==> config.mk <==
export PLATFORM = sky130hd
export DESIGN_NAME = restoring_signed_divider_unit
export DESIGN_NICKNAME = d
export VERILOG_FILES = /design/src/rtl/core/rsd_pkg.sv /design/src/rtl/core/rsd_datapath.sv /design/src/rtl/core/restoring_signed_divider_unit.sv
export SDC_FILE = /design/constraint.sdc
export NUM_CORES = 1
export LEC_CHECK = 0
export ABC_AREA = 1
export CAP_MARGIN = 10
export CORE_ASPECT_RATIO = 1.4
export CORE_MARGIN = 5
export CORE_UTILIZATION = 55
export CTS_BUF_LIST = sky130_fd_sc_hd__clkbuf_8
export DETAILED_ROUTE_END_ITERATION = 8
export DONT_BUFFER_PORTS = 1
export PLACE_DENSITY = 0.76
export REMOVE_ABC_BUFFERS = 1
export SYNTH_ARGS = -nofsm -noshare
export SYNTH_HDL_FRONTEND = slang
export SYNTH_SLANG_ARGS = --single-unit
==> constraint.sdc <==
create_clock -name aclk -period 13.55 [get_ports aclk]
set_clock_uncertainty 0.05 [all_clocks]
set_input_delay 0.6775 -clock aclk [delete_from_list [all_inputs] [get_ports aclk]]
set_output_delay 0.6775 -clock aclk [all_outputs]
set_load 0.01 [all_outputs]
==> src/rtl/core/rsd_pkg.sv <==
// Package for the restoring signed divider.
// Holds shared constants, the datapath command type and the datapath status struct.
// No dependencies.
package rsd_pkg;

    localparam int DEFAULT_WIDTH = 32;
    localparam int FIELD_W       = 32;
    localparam int STATUS_W      = 2;

    localparam logic [STATUS_W-1:0] STATUS_OK       = 2'd0;
    localparam logic [STATUS_W-1:0] STATUS_DIV_ZERO = 2'd1;
    localparam logic [STATUS_W-1:0] STATUS_OVERFLOW = 2'd2;

    // Commands from the sequencer to the datapath.
    typedef enum logic [1:0] {
        CMD_HOLD,
        CMD_LOAD,
        CMD_STEP,
        CMD_SIGN
    } rsd_cmd_t;

    // Status from the datapath back to the sequencer.
    typedef struct packed {
        logic                special;
        logic [STATUS_W-1:0] code;
    } rsd_dp_stat_t;

endpackage

==> src/rtl/core/rsd_datapath.sv <==
// Datapath of the restoring signed divider: operand magnitudes, the shared
// shift-subtract unit, sign fix-up and the floor correction on the result.
// Depends on rsd_pkg.
module rsd_datapath
    import rsd_pkg::*;
#(
    parameter int WIDTH = DEFAULT_WIDTH
) (
    input  logic             aclk,
    input  rsd_cmd_t         cmd,
    input  logic [WIDTH-1:0] dividend,
    input  logic [WIDTH-1:0] divisor,
    input  logic             floor_mode,
    output rsd_dp_stat_t     stat,
    output logic [WIDTH-1:0] quotient,
    output logic [WIDTH-1:0] remainder
);

    localparam logic [WIDTH-1:0] ONE      = WIDTH'(1);
    localparam logic [WIDTH-1:0] MOST_NEG = {1'b1, {(WIDTH-1){1'b0}}};

    logic [WIDTH-1:0] rem_reg, rem_next;
    logic [WIDTH-1:0] quo_reg, quo_next;
    logic [WIDTH-1:0] dvs_reg, dvs_next;
    logic [WIDTH-1:0] b_raw_reg, b_raw_next;
    logic             a_neg_reg, a_neg_next;
    logic             b_neg_reg, b_neg_next;
    rsd_dp_stat_t     stat_reg, stat_next;

    logic [WIDTH-1:0] mag_a;
    logic [WIDTH-1:0] mag_b;
    logic [WIDTH:0]   rem_shift;
    logic [WIDTH+1:0] diff;
    logic             floor_fix;

    assign mag_a     = dividend[WIDTH-1] ? (~dividend + ONE) : dividend;
    assign mag_b     = divisor[WIDTH-1]  ? (~divisor + ONE)  : divisor;
    assign rem_shift = {rem_reg, quo_reg[WIDTH-1]};
    assign diff      = {1'b0, rem_shift} - {2'b00, dvs_reg};

    always_comb begin
        rem_next   = rem_reg;
        quo_next   = quo_reg;
        dvs_next   = dvs_reg;
        b_raw_next = b_raw_reg;
        a_neg_next = a_neg_reg;
        b_neg_next = b_neg_reg;
        stat_next  = stat_reg;
        unique case (cmd)
            CMD_LOAD: begin
                a_neg_next = dividend[WIDTH-1];
                b_neg_next = divisor[WIDTH-1];
                b_raw_next = divisor;
                dvs_next   = mag_b;
                if (divisor == '0) begin
                    quo_next  = '0;
                    rem_next  = dividend;
                    stat_next = '{special: 1'b1, code: STATUS_DIV_ZERO};
                end else if (dividend == MOST_NEG && divisor == '1) begin
                    quo_next  = MOST_NEG;
                    rem_next  = '0;
                    stat_next = '{special: 1'b1, code: STATUS_OVERFLOW};
                end else begin
                    quo_next  = mag_a;
                    rem_next  = '0;
                    stat_next = '{special: 1'b0, code: STATUS_OK};
                end
            end
            CMD_STEP: begin
                // The dividend bits shift out of the top of quo_reg while
                // quotient bits shift in at the bottom.
                if (!diff[WIDTH+1]) begin
                    rem_next = diff[WIDTH-1:0];
                    quo_next = {quo_reg[WIDTH-2:0], 1'b1};
                end else begin
                    rem_next = rem_shift[WIDTH-1:0];
                    quo_next = {quo_reg[WIDTH-2:0], 1'b0};
                end
            end
            CMD_SIGN: begin
                if (a_neg_reg != b_neg_reg) begin
                    quo_next = ~quo_reg + ONE;
                end
                if (a_neg_reg) begin
                    rem_next = ~rem_reg + ONE;
                end
            end
            default: begin
            end
        endcase
    end

    always_ff @(posedge aclk) begin
        rem_reg   <= rem_next;
        quo_reg   <= quo_next;
        dvs_reg   <= dvs_next;
        b_raw_reg <= b_raw_next;
        a_neg_reg <= a_neg_next;
        b_neg_reg <= b_neg_next;
        stat_reg  <= stat_next;
    end

    // Floored mode moves a remainder whose sign disagrees with the divisor.
    assign floor_fix = floor_mode && !stat_reg.special && (rem_reg != '0)
                       && (rem_reg[WIDTH-1] != b_neg_reg);

    assign quotient  = floor_fix ? (quo_reg - ONE)       : quo_reg;
    assign remainder = floor_fix ? (rem_reg + b_raw_reg) : rem_reg;
    assign stat      = stat_reg;

endmodule

==> src/rtl/core/restoring_signed_divider_unit.sv <==
// Top level of the restoring signed divider: stream ports, configuration
// register, sequencer and output register. Depends on rsd_pkg and rsd_datapath.
//
// This unit divides a signed dividend by a signed divisor and returns the
// quotient, the remainder and a status code. After acceptance, the single
// shared shift-subtract unit retires one quotient bit per cycle in S_DIV until
// all WIDTH bits are done, S_SIGN applies the operand signs, and S_FIN applies
// the floored-mode correction while loading the result register. Divide by
// zero and the most-negative-by-minus-one overflow are caught on loading and
// go from S_DIV straight to S_FIN. Only one transaction is in flight, but a
// new one may be accepted while the previous result still waits for m_tready.
// floor_mode is written through cfg_wr_en / cfg_wr_data; the user must write
// it only while the unit is idle, which the unit itself does not enforce.
// 0 selects truncating division (remainder follows the dividend's sign), 1
// selects floored division (a nonzero remainder follows the divisor's sign).
module restoring_signed_divider_unit
    import rsd_pkg::*;
#(
    parameter int WIDTH = DEFAULT_WIDTH
) (
    input  logic                 aclk,
    input  logic                 aresetn,

    input  logic                 cfg_wr_en,
    input  logic                 cfg_wr_data,    // floor_mode

    input  logic                 s_tvalid,
    output logic                 s_tready,
    input  logic [2*FIELD_W-1:0] s_tdata,        // [31:0] dividend, [63:32] divisor

    output logic                 m_tvalid,
    input  logic                 m_tready,
    output logic [2*FIELD_W-1:0] m_tdata,        // [31:0] quotient, [63:32] remainder
    output logic [STATUS_W-1:0]  m_tuser         // [1:0] status
);

    localparam int CNT_W = (WIDTH > 1) ? $clog2(WIDTH) : 1;

    typedef enum logic [1:0] {
        S_IDLE,
        S_DIV,
        S_SIGN,
        S_FIN
    } state_t;

    state_t              state_reg, state_next;
    logic [CNT_W-1:0]    cnt_reg, cnt_next;
    logic                floor_mode_reg;
    logic                m_valid_reg, m_valid_next;
    logic [FIELD_W-1:0]  m_quo_reg, m_quo_next;
    logic [FIELD_W-1:0]  m_rem_reg, m_rem_next;
    logic [STATUS_W-1:0] m_stat_reg, m_stat_next;

    rsd_cmd_t            cmd;
    rsd_dp_stat_t        dp_stat;
    logic [WIDTH-1:0]    op_a;
    logic [WIDTH-1:0]    op_b;
    logic [WIDTH-1:0]    dp_quo;
    logic [WIDTH-1:0]    dp_rem;
    logic [FIELD_W-1:0]  quo_field;
    logic [FIELD_W-1:0]  rem_field;
    logic                in_xfer;
    logic                out_free;

    // Operands use the low WIDTH bits of each field; a wider datapath sees the
    // field zero-extended. Results are sign-extended or cut back to the field.
    if (WIDTH <= FIELD_W) begin : g_in_narrow
        assign op_a = s_tdata[WIDTH-1:0];
        assign op_b = s_tdata[FIELD_W+WIDTH-1:FIELD_W];
    end else begin : g_in_wide
        assign op_a = {{(WIDTH-FIELD_W){1'b0}}, s_tdata[FIELD_W-1:0]};
        assign op_b = {{(WIDTH-FIELD_W){1'b0}}, s_tdata[2*FIELD_W-1:FIELD_W]};
    end

    if (WIDTH >= FIELD_W) begin : g_out_wide
        assign quo_field = dp_quo[FIELD_W-1:0];
        assign rem_field = dp_rem[FIELD_W-1:0];
    end else begin : g_out_narrow
        assign quo_field = {{(FIELD_W-WIDTH){dp_quo[WIDTH-1]}}, dp_quo};
        assign rem_field = {{(FIELD_W-WIDTH){dp_rem[WIDTH-1]}}, dp_rem};
    end

    rsd_datapath #(
        .WIDTH(WIDTH)
    ) u_datapath (
        .aclk      (aclk),
        .cmd       (cmd),
        .dividend  (op_a),
        .divisor   (op_b),
        .floor_mode(floor_mode_reg),
        .stat      (dp_stat),
        .quotient  (dp_quo),
        .remainder (dp_rem)
    );

    assign s_tready = (state_reg == S_IDLE);
    assign in_xfer  = s_tvalid && s_tready;
    assign out_free = !m_valid_reg || m_tready;

    // The sequencer issues one datapath command per cycle.
    always_comb begin
        state_next   = state_reg;
        cnt_next     = cnt_reg;
        cmd          = CMD_HOLD;
        m_valid_next = m_valid_reg;
        m_quo_next   = m_quo_reg;
        m_rem_next   = m_rem_reg;
        m_stat_next  = m_stat_reg;

        if (m_valid_reg && m_tready) begin
            m_valid_next = 1'b0;
        end

        unique case (state_reg)
            S_IDLE: begin
                if (s_tvalid) begin
                    cmd        = CMD_LOAD;
                    cnt_next   = CNT_W'(WIDTH - 1);
                    state_next = S_DIV;
                end
            end
            S_DIV: begin
                if (dp_stat.special) begin
                    state_next = S_FIN;
                end else begin
                    cmd = CMD_STEP;
                    if (cnt_reg == '0) begin
                        state_next = S_SIGN;
                    end else begin
                        cnt_next = cnt_reg - CNT_W'(1);
                    end
                end
            end
            S_SIGN: begin
                cmd        = CMD_SIGN;
                state_next = S_FIN;
            end
            S_FIN: begin
                // Wait here until the result register is free.
                if (out_free) begin
                    m_valid_next = 1'b1;
                    m_quo_next   = quo_field;
                    m_rem_next   = rem_field;
                    m_stat_next  = dp_stat.code;
                    state_next   = S_IDLE;
                end
            end
            default: begin
                state_next = S_IDLE;
            end
        endcase
    end

    always_ff @(posedge aclk) begin
        if (!aresetn) begin
            state_reg      <= S_IDLE;
            cnt_reg        <= '0;
            m_valid_reg    <= 1'b0;
            floor_mode_reg <= 1'b0;
        end else begin
            state_reg   <= state_next;
            cnt_reg     <= cnt_next;
            m_valid_reg <= m_valid_next;
            if (cfg_wr_en) begin
                floor_mode_reg <= cfg_wr_data;
            end
        end
        m_quo_reg  <= m_quo_next;
        m_rem_reg  <= m_rem_next;
        m_stat_reg <= m_stat_next;
    end

    assign m_tvalid = m_valid_reg;
    assign m_tdata  = {m_rem_reg, m_quo_reg};
    assign m_tuser  = m_stat_reg;

    // An accepted transaction always occupies the sequencer for the next cycle.
    a_busy_after_accept: assert property (@(posedge aclk) disable iff (!aresetn)
        in_xfer |=> !s_tready)
        else $error("divider ready right after accepting a transaction");

    // A new result only appears after the sequencer reached its final state.
    a_result_from_fin: assert property (@(posedge aclk) disable iff (!aresetn)
        $rose(m_valid_reg) |-> $past(state_reg == S_FIN))
        else $error("result presented without finishing the division");

    // Divide by zero always reports a zero quotient.
    a_div_zero_quotient: assert property (@(posedge aclk) disable iff (!aresetn)
        (m_valid_reg && m_stat_reg == STATUS_DIV_ZERO) |-> (m_quo_reg == '0))
        else $error("divide by zero with a nonzero quotient");

    // Quotient overflow always reports a zero remainder.
    a_overflow_remainder: assert property (@(posedge aclk) disable iff (!aresetn)
        (m_valid_reg && m_stat_reg == STATUS_OVERFLOW) |-> (m_rem_reg == '0))
        else $error("quotient overflow with a nonzero remainder");

endmodule
==> metrics.md <==
| Metric | Value |
|---|---|
| Synth area leader | `edfxtp_1` |
| Post-DP HPWL | `54270 um` |
| Crit start category | `flop` |
| Wire per inst | `22.26 um` |
| Vias | `17742` |
| Asr flop ratio synth | `0%` |
| Leading post-synthesis cells by cell area | `edfxtp_1, nand2_1, inv_1` |
| CTS buffer count | `37` |
| Total global-route track usage | `36.78%` |
| Leak | `8.762 nW` |
| R2R setup slack | `9.40 ns` |
| I/O pin total | `138` |
| Hold Path Origin | `s_tdata[52]` |
| Initial antenna violation count | `4` |
| Initial core utilization | `55.83%` |
| DRT iter0 DRCs | `1619` |
| Final Max Slew Viols | `0` |
| Fin util | `59.40%` |
| Via density | `5.848` |
| Number of hold buffers added after cts | `0` |
| Outcome | `finished, final reports clean` |
| Max Cap Viol | `0` |
| H-tree depth | `2` |
| Synth top area share | `33.53%` |
| Most frequent cells in the layout | `nand2_1, inv_1, nor2_1` |
| #FFs+latches synth | `206` |
| Reg2Reg Launch Point | `u_datapath.rem_reg[27]` |
| Power Density | `245.5 nW/um^2` |
| Hold_ws | `0.1556 ns` |
| Worst skew pair latency | `0.56 ns` |
| Via count of the first global-routing pass | `17157` |
| Area growth, synth to finish | `6.397%` |
| Synth Flop Type | `edfxtp_1` |
| CP startpoint | `u_datapath.rem_reg[27]` |
| Worst slew pin tran | `1.279 ns` |
| Fin crit share | `30.62%` |
| Largest net degree at the start of global routing | `68` |
| RSZ-0062 raised after global routing | `false` |
| Chip height | `221.9 um` |
| Setup TNS | `0 ns` |
| Clock root cell | `clkbuf_8` |
| First-pass GRT wire length | `99730 um` |
| Final Hold Vio Count | `0` |
| Clock tree buffer depth | `3` |
| Crit path time final | `4.148 ns` |
| Fmax achieved | `241.1 MHz` |
| Crit path capture type | `flop` |
| Cells after Synth | `2615` |
| Worst-path clk slew | `0.06 ns` |
| Total Power | `4.609 mW` |
| Worst EP arrival | `4.41 ns` |
| Critical Path Fanout Max | `33` |
| Setup Viol. Count Final | `0` |
| Final wirelength | `67550 um` |
| Nets@finish | `2755` |
| Seq/Total Area, Yosys | `34.55%` |
| EDFF count, synth | `197` |
| Filler Cells Inserted | `3008` |
| Yosys cell types | `45` |
| Share of cells above drive strength 1 | `4.171%` |
| Gp weighted congestion | `1.091` |
| Worst vdd ir | `0.1905 mV` |
| Synth Warn # | `0` |
| Slew margin rel. | `14.67%` |
| Mapped cell area | `17640 sq um` |
| CP endpoint | `u_datapath.rem_reg[29]` |
| Post-CTS Setup Bufs | `0` |
| Num rows | `77` |
| Die W | `161.4 um` |
| Post-CTS Resized | `0` |
| PortBufs | `0` |
| DR DRC count | `0` |
| Total gr overflow | `0` |
| DRT Pass-1 Iters | `6` |
| Die ar. | `35810 sq um` |
| Most common cell after layout, fill and taps aside | `nand2_1` |
| Crit Path Class | `flop to flop` |
| FF-to-FF End | `u_datapath.rem_reg[29]` |
| Clock sink count | `206` |
| R2r worst-path depth | `12` |
| Hold Path Class | `input pin to flop` |
| Worst EP required | `13.81 ns` |
| Avg Cell Area, Syn | `6.746 sq um` |
| Final antenna-violating net count | `0` |
| Core area | `31600 sq um` |
| CTS tree | `yes` |
## layout make-up
type                       count  area [sq um]  share of cell area [%]
clock inverter                26         217.7                   1.160
antenna                        2         5.005                 0.02666
timing repair buffer          13         97.59                  0.5199
multi-input combinational   1895          9594                   51.11
sequential                   206          6096                   32.48
inverter                     457          1715                   9.139
tap                          395         494.2                   2.633
clock buffer                  40         550.5                   2.933
## how the worst min path moves through the flow
stage / end / slack (ns) / depth (start not counted)
after floorplan: m_tuser[0] / 0.35 / 0
after global placement: m_tuser[0] / 0.35 / 0
after detailed placement: m_tuser[0] / 0.37 / 0
after CTS: u_datapath.b_raw_reg[30] / 0.13 / 0
after global routing: u_datapath.b_raw_reg[29] / 0.14 / 0
final: u_datapath.b_raw_reg[20] / 0.16 / 0
## synth_stat cells, drive strengths merged, types with 3 or more instances
master   count
nand3      251
nor2       270
ha          73
xnor2       30
o2111ai      7
and2         4
a21oi       66
nor4         6
xor2        76
buf         27
nand2      793
nand3b      13
o22ai       15
o21ai      114
nand4       89
clkbuf      30
edfxtp     197
o21bai       5
a31oi        7
or2          5
inv        457
o221ai       4
o21a         4
nor3        46
o211ai       3
dfxtp        9
## routing by layer
metal	wire (um)	global-route usage (%)
met4	7617	33.23
met3	5254	8.071
met1	22100	36.74
met2	32550	63.16
met5	30	0
## where the power goes
part	internal, mW	switching (mW)
sequential	1.04	0.227
clock	0.349	0.286
combinational	0.818	1.88
total	2.21	2.40
## cells by family after synthesis
logic type | share of synthesized area [%]
flip-flops | 34.55
adder cells (fa/ha/maj) | 5.404
buffers and inverters | 11.33
XOR/XNOR | 5.262
AO/OA/AOI/OAI | 7.404
AND/OR/NAND/NOR | 36.05
## worst max-delay path, cell delays in order, from the launching register on
cell	delay [ns]
edfxtp_1	0.36
buf_4	0.18
ha_1	0.33
a21oi_1	0.21
inv_1	0.07
o21ai_0	0.16
nand3_1	0.10
nor2_2	0.96
nand2_2	0.77
nand2_1	0.48
nand2_1	0.09
nand2_1	0.07
nand2_1	0.06
## stage by stage
| stage | area [sq um] | setup WS (ns) | instances |
|---|---|---|---|
| detailed placement | 18000 | 9.480 | 2966 |
| global route | 18770 | 9.172 | 3033 |
| floorplan | 17360 | 8.428 | 2558 |
| finish | 18770 | 9.402 | 3034 |
| global placement | 18000 | 9.521 | 2966 |
| CTS | 18770 | 9.512 | 3032 |
Note: power is estimated with default switching activity, not from simulation.
